<file path="src/size_class_slot_allocator_assert.svh">
// Assertion macros shared by the slot allocator RTL.
`ifndef SIZE_CLASS_SLOT_ALLOCATOR_ASSERT_SVH
`define SIZE_CLASS_SLOT_ALLOCATOR_ASSERT_SVH

// Condition must hold at every clock edge out of reset.
`define SCSA_ASSERT_ALWAYS(label, cond, msg) \
  label: assert property (@(posedge clk) disable iff (!rst_n) (cond)) else $error(msg);

// Consequent must hold in the same cycle as the antecedent.
`define SCSA_ASSERT_SAME(label, ante, cons, msg) \
  label: assert property (@(posedge clk) disable iff (!rst_n) (ante) |-> (cons)) \
    else $error(msg);

// Consequent must hold in the cycle after the antecedent.
`define SCSA_ASSERT_NEXT(label, ante, cons, msg) \
  label: assert property (@(posedge clk) disable iff (!rst_n) (ante) |=> (cons)) \
    else $error(msg);

`endif

</file>
<file path="src/scsa_pkg.sv">
// Types, codes and class ranges for the size class slot allocator.
package scsa_pkg;

  localparam int MAP_DEPTH      = 32;
  localparam int SLOT_W         = 5;
  localparam int COUNT_W        = 6;

  localparam int BASIC_SLOTS    = 16;
  localparam int DATAGRAM_SLOTS = 8;
  localparam int STREAM_SLOTS   = 8;

  typedef logic [MAP_DEPTH-1:0] slot_map_t;

  typedef enum logic {
    OP_ALLOC   = 1'b0,
    OP_RELEASE = 1'b1
  } op_t;

  typedef enum logic [1:0] {
    CLASS_BASIC    = 2'd0,
    CLASS_DATAGRAM = 2'd1,
    CLASS_STREAM   = 2'd2,
    CLASS_INVALID  = 2'd3
  } size_class_t;

  typedef enum logic [1:0] {
    STATUS_OK          = 2'd0,
    STATUS_NO_SLOT     = 2'd1,
    STATUS_FREE_RELEASE = 2'd2
  } status_t;

  function automatic int clip_to_map(input int v);
    return (v > MAP_DEPTH) ? MAP_DEPTH : v;
  endfunction

  // Bit i set when first <= i < last, range clipped to the map.
  function automatic slot_map_t range_mask(input int first, input int last);
    slot_map_t m;
    int        lo;
    int        hi;
    lo = clip_to_map(first);
    hi = clip_to_map(last);
    for (int i = 0; i < MAP_DEPTH; i++) begin
      m[i] = (i >= lo) && (i < hi);
    end
    return m;
  endfunction

  localparam slot_map_t BASIC_MASK    = range_mask(0, BASIC_SLOTS);
  localparam slot_map_t DATAGRAM_MASK = range_mask(BASIC_SLOTS, BASIC_SLOTS + DATAGRAM_SLOTS);
  localparam slot_map_t STREAM_MASK   = range_mask(BASIC_SLOTS + DATAGRAM_SLOTS,
                                                   BASIC_SLOTS + DATAGRAM_SLOTS + STREAM_SLOTS);
  localparam slot_map_t POOL_MASK     = BASIC_MASK | DATAGRAM_MASK | STREAM_MASK;

endpackage

</file>
<file path="src/scsa_ifs.sv">
// Request and result channel interfaces of the slot allocator.
interface scsa_req_if;
  logic                           valid;
  logic                           ready;
  logic                           operation;
  logic [1:0]                     size_class;
  logic [scsa_pkg::SLOT_W-1:0]    slot;

  modport source (output valid, output operation, output size_class, output slot,
                  input ready);
  modport sink   (input valid, input operation, input size_class, input slot,
                  output ready);
endinterface

interface scsa_rsp_if;
  logic                           valid;
  logic                           ready;
  logic [1:0]                     status;
  logic [scsa_pkg::SLOT_W-1:0]    granted_slot;
  logic [scsa_pkg::COUNT_W-1:0]   live_count;
  logic [scsa_pkg::COUNT_W-1:0]   peak_count;

  modport source (output valid, output status, output granted_slot, output live_count,
                  output peak_count, input ready);
  modport sink   (input valid, input status, input granted_slot, input live_count,
                  input peak_count, output ready);
endinterface

</file>
<file path="src/size_class_slot_allocator.sv">
// Slot allocator: one request per cycle when not stalled (request register, result
// register). Each request word is an allocate (grants the lowest free slot of the named
// class: basic, datagram or stream) or a release (frees the named slot). Every request
// returns exactly one result word with status, granted slot, live count and peak count.
// The throughput is one word per cycle, set by the find-first-free encoder over the
// 32-slot in-use map; a stalled result register holds the request register, and the
// request register holds the input. Allocation in an unknown or full class and release
// of a free slot change no state and report a failure status.
`include "size_class_slot_allocator_assert.svh"

module size_class_slot_allocator (
  input  logic              clk,
  input  logic              rst_n,
  scsa_req_if.sink          in_ch,
  scsa_rsp_if.source        out_ch
);

  // request register
  logic                            req_vld_r;
  logic                            req_op_r;
  logic [1:0]                      req_class_r;
  logic [scsa_pkg::SLOT_W-1:0]     req_slot_r;

  // allocator state
  scsa_pkg::slot_map_t             in_use_r;
  scsa_pkg::slot_map_t             in_use_nxt;
  logic [scsa_pkg::COUNT_W-1:0]    live_r;
  logic [scsa_pkg::COUNT_W-1:0]    live_nxt;
  logic [scsa_pkg::COUNT_W-1:0]    peak_r;
  logic [scsa_pkg::COUNT_W-1:0]    peak_nxt;

  // result register
  logic                            out_vld_r;
  scsa_pkg::status_t               out_status_r;
  scsa_pkg::status_t               out_status_nxt;
  logic [scsa_pkg::SLOT_W-1:0]     out_grant_r;
  logic [scsa_pkg::SLOT_W-1:0]     out_grant_nxt;
  // counts in the result word are the state left by that word's request
  logic [scsa_pkg::COUNT_W-1:0]    out_live_r;
  logic [scsa_pkg::COUNT_W-1:0]    out_peak_r;

  logic                            out_free;
  logic                            advance;
  logic                            take_in;

  scsa_pkg::slot_map_t             class_mask;
  scsa_pkg::slot_map_t             free_map;
  logic                            found;
  logic [scsa_pkg::SLOT_W-1:0]     grant_idx;
  logic                            alloc_ok;

  assign out_free = !out_vld_r || out_ch.ready;
  assign advance  = req_vld_r && out_free;
  assign take_in  = in_ch.valid && in_ch.ready;

  assign in_ch.ready = !req_vld_r || out_free;

  always_comb begin
    unique case (req_class_r)
      scsa_pkg::CLASS_BASIC:    class_mask = scsa_pkg::BASIC_MASK;
      scsa_pkg::CLASS_DATAGRAM: class_mask = scsa_pkg::DATAGRAM_MASK;
      scsa_pkg::CLASS_STREAM:   class_mask = scsa_pkg::STREAM_MASK;
      default:                  class_mask = '0;
    endcase
  end

  assign free_map = ~in_use_r & class_mask;
  assign found    = |free_map;

  // lowest free slot: scan from the top so the last hit wins
  always_comb begin
    grant_idx = '0;
    for (int i = scsa_pkg::MAP_DEPTH - 1; i >= 0; i--) begin
      if (free_map[i]) begin
        grant_idx = scsa_pkg::SLOT_W'(i);
      end
    end
  end

  assign alloc_ok = (req_op_r == scsa_pkg::OP_ALLOC) && found;

  always_comb begin
    in_use_nxt     = in_use_r;
    live_nxt       = live_r;
    peak_nxt       = peak_r;
    out_status_nxt = scsa_pkg::STATUS_OK;
    out_grant_nxt  = '0;
    if (req_op_r == scsa_pkg::OP_ALLOC) begin
      if (found) begin
        in_use_nxt[grant_idx] = 1'b1;
        live_nxt              = live_r + scsa_pkg::COUNT_W'(1);
        if (live_nxt > peak_r) begin
          peak_nxt = live_nxt;
        end
        out_grant_nxt = grant_idx;
      end else begin
        out_status_nxt = scsa_pkg::STATUS_NO_SLOT;
      end
    end else begin
      if (in_use_r[req_slot_r]) begin
        in_use_nxt[req_slot_r] = 1'b0;
        if (live_r != '0) begin
          live_nxt = live_r - scsa_pkg::COUNT_W'(1);
        end
      end else begin
        out_status_nxt = scsa_pkg::STATUS_FREE_RELEASE;
      end
    end
  end

  always_ff @(posedge clk) begin
    if (!rst_n) begin
      req_vld_r <= 1'b0;
      out_vld_r <= 1'b0;
      in_use_r  <= '0;
      live_r    <= '0;
      peak_r    <= '0;
    end else begin
      if (in_ch.ready) begin
        req_vld_r <= in_ch.valid;
      end
      if (out_free) begin
        out_vld_r <= req_vld_r;
      end
      if (advance) begin
        in_use_r <= in_use_nxt;
        live_r   <= live_nxt;
        peak_r   <= peak_nxt;
      end
    end
  end

  always_ff @(posedge clk) begin
    if (take_in) begin
      req_op_r    <= in_ch.operation;
      req_class_r <= in_ch.size_class;
      req_slot_r  <= in_ch.slot;
    end
    if (advance) begin
      out_status_r <= out_status_nxt;
      out_grant_r  <= out_grant_nxt;
    end
  end

  always_ff @(posedge clk) begin
    if (advance) begin
      out_live_r <= live_nxt;
      out_peak_r <= peak_nxt;
    end
  end

  assign out_ch.valid        = out_vld_r;
  assign out_ch.status       = out_status_r;
  assign out_ch.granted_slot = out_grant_r;
  assign out_ch.live_count   = out_live_r;
  assign out_ch.peak_count   = out_peak_r;

  `SCSA_ASSERT_ALWAYS(a_live_matches_map,
                      live_r == scsa_pkg::COUNT_W'($countones(in_use_r)),
                      "live count differs from in-use map")
  `SCSA_ASSERT_ALWAYS(a_peak_covers_live, peak_r >= live_r,
                      "peak count below live count")
  `SCSA_ASSERT_ALWAYS(a_map_inside_pool, (in_use_r & ~scsa_pkg::POOL_MASK) == '0,
                      "slot outside every class marked in use")
  `SCSA_ASSERT_SAME(a_grant_in_class, advance && alloc_ok,
                    class_mask[grant_idx] && !in_use_r[grant_idx],
                    "grant outside class or already in use")
  `SCSA_ASSERT_NEXT(a_grant_marked, advance && alloc_ok, in_use_r[$past(grant_idx)],
                    "granted slot not marked in use")

endmodule

</file>
<file path="src/flat_wrapper.sv">
// flat-port wrapper written by rule: the top's interface ports become plain ports
module size_class_slot_allocator_flat 
  (clk, rst_n, in_ch_valid, in_ch_operation, in_ch_size_class, in_ch_slot, in_ch_ready, out_ch_valid, out_ch_status, out_ch_granted_slot, out_ch_live_count, out_ch_peak_count, out_ch_ready);
  scsa_req_if in_ch_i ();
  scsa_rsp_if out_ch_i ();
  input  logic clk;
  input  logic rst_n;
  input wire logic [$bits(in_ch_i.valid)-1:0] in_ch_valid;
  input wire logic [$bits(in_ch_i.operation)-1:0] in_ch_operation;
  input wire logic [$bits(in_ch_i.size_class)-1:0] in_ch_size_class;
  input wire logic [$bits(in_ch_i.slot)-1:0] in_ch_slot;
  output wire logic [$bits(in_ch_i.ready)-1:0] in_ch_ready;
  output wire logic [$bits(out_ch_i.valid)-1:0] out_ch_valid;
  output wire logic [$bits(out_ch_i.status)-1:0] out_ch_status;
  output wire logic [$bits(out_ch_i.granted_slot)-1:0] out_ch_granted_slot;
  output wire logic [$bits(out_ch_i.live_count)-1:0] out_ch_live_count;
  output wire logic [$bits(out_ch_i.peak_count)-1:0] out_ch_peak_count;
  input wire logic [$bits(out_ch_i.ready)-1:0] out_ch_ready;
  assign in_ch_i.valid = in_ch_valid;
  assign in_ch_i.operation = in_ch_operation;
  assign in_ch_i.size_class = in_ch_size_class;
  assign in_ch_i.slot = in_ch_slot;
  assign in_ch_ready = in_ch_i.ready;
  assign out_ch_valid = out_ch_i.valid;
  assign out_ch_status = out_ch_i.status;
  assign out_ch_granted_slot = out_ch_i.granted_slot;
  assign out_ch_live_count = out_ch_i.live_count;
  assign out_ch_peak_count = out_ch_i.peak_count;
  assign out_ch_i.ready = out_ch_ready;
  size_class_slot_allocator u_core (.clk(clk), .rst_n(rst_n), .in_ch(in_ch_i), .out_ch(out_ch_i));
endmodule
</file>
<file path="config.mk">
export PLATFORM = sky130hd
export DESIGN_NAME = size_class_slot_allocator_flat
export DESIGN_NICKNAME = d
export VERILOG_FILES = /design/src/scsa_pkg.sv /design/src/scsa_ifs.sv /design/src/size_class_slot_allocator.sv /design/src/flat_wrapper.sv
export VERILOG_INCLUDE_DIRS = /design/src /design/src/src
export SDC_FILE = /design/constraint.sdc
export NUM_CORES = 1
export LEC_CHECK = 0
export ABC_AREA = 1
export ABC_CLOCK_PERIOD_IN_PS = 2700
export BUFFER_PORTS_ARGS = -buffer_cell sky130_fd_sc_hd__buf_2
export CAP_MARGIN = 20
export CORE_ASPECT_RATIO = 0.5
export CORE_MARGIN = 4
export CORE_UTILIZATION = 61
export DETAILED_ROUTE_END_ITERATION = 8
export PLACE_DENSITY = 0.86
export SYNTH_ARGS = -nofsm -noshare
export SYNTH_HDL_FRONTEND = slang
export SYNTH_SLANG_ARGS = --single-unit
</file>
<file path="constraint.sdc">
create_clock -name clk -period 2.7 [get_ports clk]
set_clock_uncertainty 0.1 [all_clocks]
set_input_delay 0.27 -clock clk [delete_from_list [all_inputs] [get_ports clk]]
set_output_delay 0.27 -clock clk [all_outputs]
set_load 0.05 [all_outputs]
</file>
==> key figures <==
Flow run
  • Max-Cap Viols: 0

Die
  • Die X: 128 um
  • Core Footprint: 6860 um2
  • Initial Util: 64.3%
  • Die height: 68.1 um
  • Die footprint: 8730 um2
  • IO Count: 33
  • Row count: 21

Logic synthesis
  • Number of synthesized register bits: 73
  • Syn Inst Count: 590
  • Sequential area share after synthesis: 39.3%
  • Top cells by area, synth: dfxtp_1, edfxtp_1, nand2_1, a21oi_1, inv_1
  • Post-synth EDFFs: 27
  • Asr flop ratio synth: 0%
  • Synth cell types: 37
  • Most numerous cell in the Yosys netlist: nand2_1
  • Yosys top cell area share: 20.9%
  • Post-synth top flop: dfxtp_1
  • Post-Syn Nets: 611
  • Post-Syn Area: 4410 um2
  • Yosys top cell by area: dfxtp_1
  • Syn avg cell area: 7.47 um2
  • Post-synth top cells: nand2_1, inv_1, a21oi_1
  • Synth warn: 0

Placed design
  • IO buf count: 32
  • Placed inst area: 4800 um2
  • Gpl congestion: 0.983
  • HPWL after DPL: 8.64 mm

Layout
  • Fillcell total: 469
  • Layout cells sized above 1: 20.9%
  • Footprint of the multi-input gates: 2320 um2
  • Inserted Diodes: 0
  • Post-route cell area: 5340 um2
  • Area growth, synth to finish: 21.1%
  • Register Area: 1730 um2
  • Nets: 675

Clock network
  • Clock root buffer: clkbuf_16
  • Clock sink total: 73
  • Cts bufs inserted: 9
  • CTS max path bufs: 2
  • Skew-Pair Late Insertion Delay: 0.35 ns
  • Clock slew at reported path FFs: 0.06 ns
  • H-tree depth: 3
  • CTS tree: yes

Global route
  • Initial antenna violation count: 0
  • First-pass GRT wire length: 20.0 mm
  • All-Layer GR Usage: 29.8%
  • Largest net degree at the start of global routing: 34
  • Grt total ovfl: 0
  • Vias in the first global route: 4082

Setup path
  • Critical path endpoint: u_core.in_use_r[1]
  • Critical R2R Launch: u_core.req_slot_r[0]
  • R2r worst-path depth: 14
  • Crit path required time: 2.88 ns
  • Crit path from: u_core.req_slot_r[0]
  • R2R Path End: u_core.in_use_r[1]
  • Crit. End Element: flip-flop
  • CP max FO: 7
  • Reg2Reg Setup Slack: -0.16 ns
  • Arrival @ worst endpoint: 3.04 ns
  • Startpoint type of the worst setup path: flip-flop
  • Critical path class: flip-flop to flip-flop

Route
  • Via count: 4574
  • Post-Route WL: 13.1 mm
  • Routed length per instance: 17.5 um
  • DR pass1 iterations: 7
  • DRT iter0 DRCs: 757
  • Vias per inst: 6.09
  • DRC violations left: 0
  • Routed Antenna Nets: 0

Power and ir drop
  • PD cells: 598 nW/um2
  • Design Power: 3.19 mW
  • Peak supply drop: 0.433 mV
  • Leakage: 2.30 nW

STA
  • Fin. Hold Viols: 0
  • Post-route setup TNS: -1.59 ns
  • Slew headroom: 62.2%
  • Worst slew pin tran: 0.567 ns
  • Post-route setup slack: -0.161 ns
  • RSZ-0062 raised after global routing: yes
  • Fin Hold WS: 0.00565 ns
  • Fin crit share: 106%
  • Peak Freq: 0.350 GHz
  • Crit path time final: 2.86 ns
  • Final Max Slew Viols: 0
  • Setup violators final: 25

Status
  • Outcome: finished, violations left
  • Violated checks: negative setup slack

Hold path
  • Hold depth: 1
  • Hold path start: in_ch_slot[0]
  • HP Class: input pin to flip-flop
-- how the worst min path moves through the flow --
stage | endpoint | slack [ns]
after floorplan | u_core.req_class_r[0] | 0.27
after global placement | u_core.req_slot_r[2] | 0.35
after detailed placement | u_core.req_class_r[0] | 0.35
after CTS | u_core.req_slot_r[0] | 0.0006
after global routing | u_core.req_slot_r[0] | 0.01
final | u_core.req_slot_r[0] | 0.006
-- sequential cells by signal, summed over array words and instances (netlist names), 2 cells and up --
register                    cells
u_core.out_ch.granted_slot      5
u_core.out_ch.status            2
u_core.req_class_r              2
u_core.out_ch.live_count        6
u_core.live_r                   6
u_core.out_ch.peak_count        6
u_core.peak_r                   6
u_core.req_slot_r               5
u_core.in_use_r                32
-- power by group --
part           internal [mW]  switching [mW]  total, mW
Combinational          0.223           0.482      0.705
Clock                  0.772           0.478       1.25
Sequential              1.20          0.0324       1.24
-- final cells by class --
cell class,count,share of cell area [%]
multi-input combinational,403,43.5
sequential,73,32.5
timing repair buffer,71,9.24
inverter,96,6.84
clock buffer,12,4.83
tap,92,2.16
clock inverter,4,0.985
-- layout by cell type (no fill, tap or decap), types with 3 or more instances in the layout --
master         count
dfxtp_1           44
nand4_1           19
o221ai_2           3
nor2_4             3
dlygate4sd3_1      6
o21ai_0           56
buf_2             32
edfxtp_1          27
nand3_1           20
clkinvlp_4         3
nand3_2            7
nand2_8            3
nand2_2            4
o22ai_1            8
nor3_4             3
o211ai_1           3
nor2_2             7
xor2_1             5
nand2_1          110
ha_1               9
a21oi_2            9
o21ai_1           14
buf_4             31
nor3_1             6
nor2_1            23
inv_1             88
inv_2              6
o221ai_1           7
clkbuf_16         10
a21oi_1           69
-- critical path, cell delays in order (launching register included) --
cell	delay [ns]
edfxtp_1	0.42
inv_2	0.08
nor2_1	0.06
buf_4	0.17
a22oi_1	0.14
o221ai_1	0.17
a221oi_2	0.30
nand2_2	0.15
inv_4	0.11
nor2_2	0.06
nor3_4	0.30
nand3b_2	0.21
a31oi_4	0.24
nand4_1	0.16
a21oi_1	0.14
-- through the flow --
stage                     util (%)  worst slack [ns]  instances
final                         77.8            -0.161        751
after floorplan                  -             0.276        590
after global routing          77.8            -0.232        751
after detailed placement      70.0          -0.00105        725
after global placement        70.0            0.0444        725
after CTS                     75.7           0.00494        747
-- per-layer routing --
layer	GRT usage (%)	vias to the layer above	share of wire, %	wire, um
li1	-	2133	-	-
met1	36.4	2037	38	4960
met2	50.5	316	47	6100
met3	7.33	88	11	1400
met4	14.3	0	5.0	656
met5	0	-	0	0
-- what timing repair did --
item,CTS,global route
pin swaps,0,11
setup endpoints to repair,6,55
setup buffers,0,4
gates resized for setup,6,29
hold endpoints to repair,6,0
hold buffers,6,0
-- cells by family (layout without fill, tap and decap cells) --
family	after synthesis	in the layout	share of synthesized area (%)
simple gates	210	210	23.3
xor+xnor	6	6	1.19
fa+ha+maj	9	9	2.56
buf+inv	114	183	11.0
flops	73	73	39.3
compound gates	178	178	22.6
(Power assumes the default switching activity.)
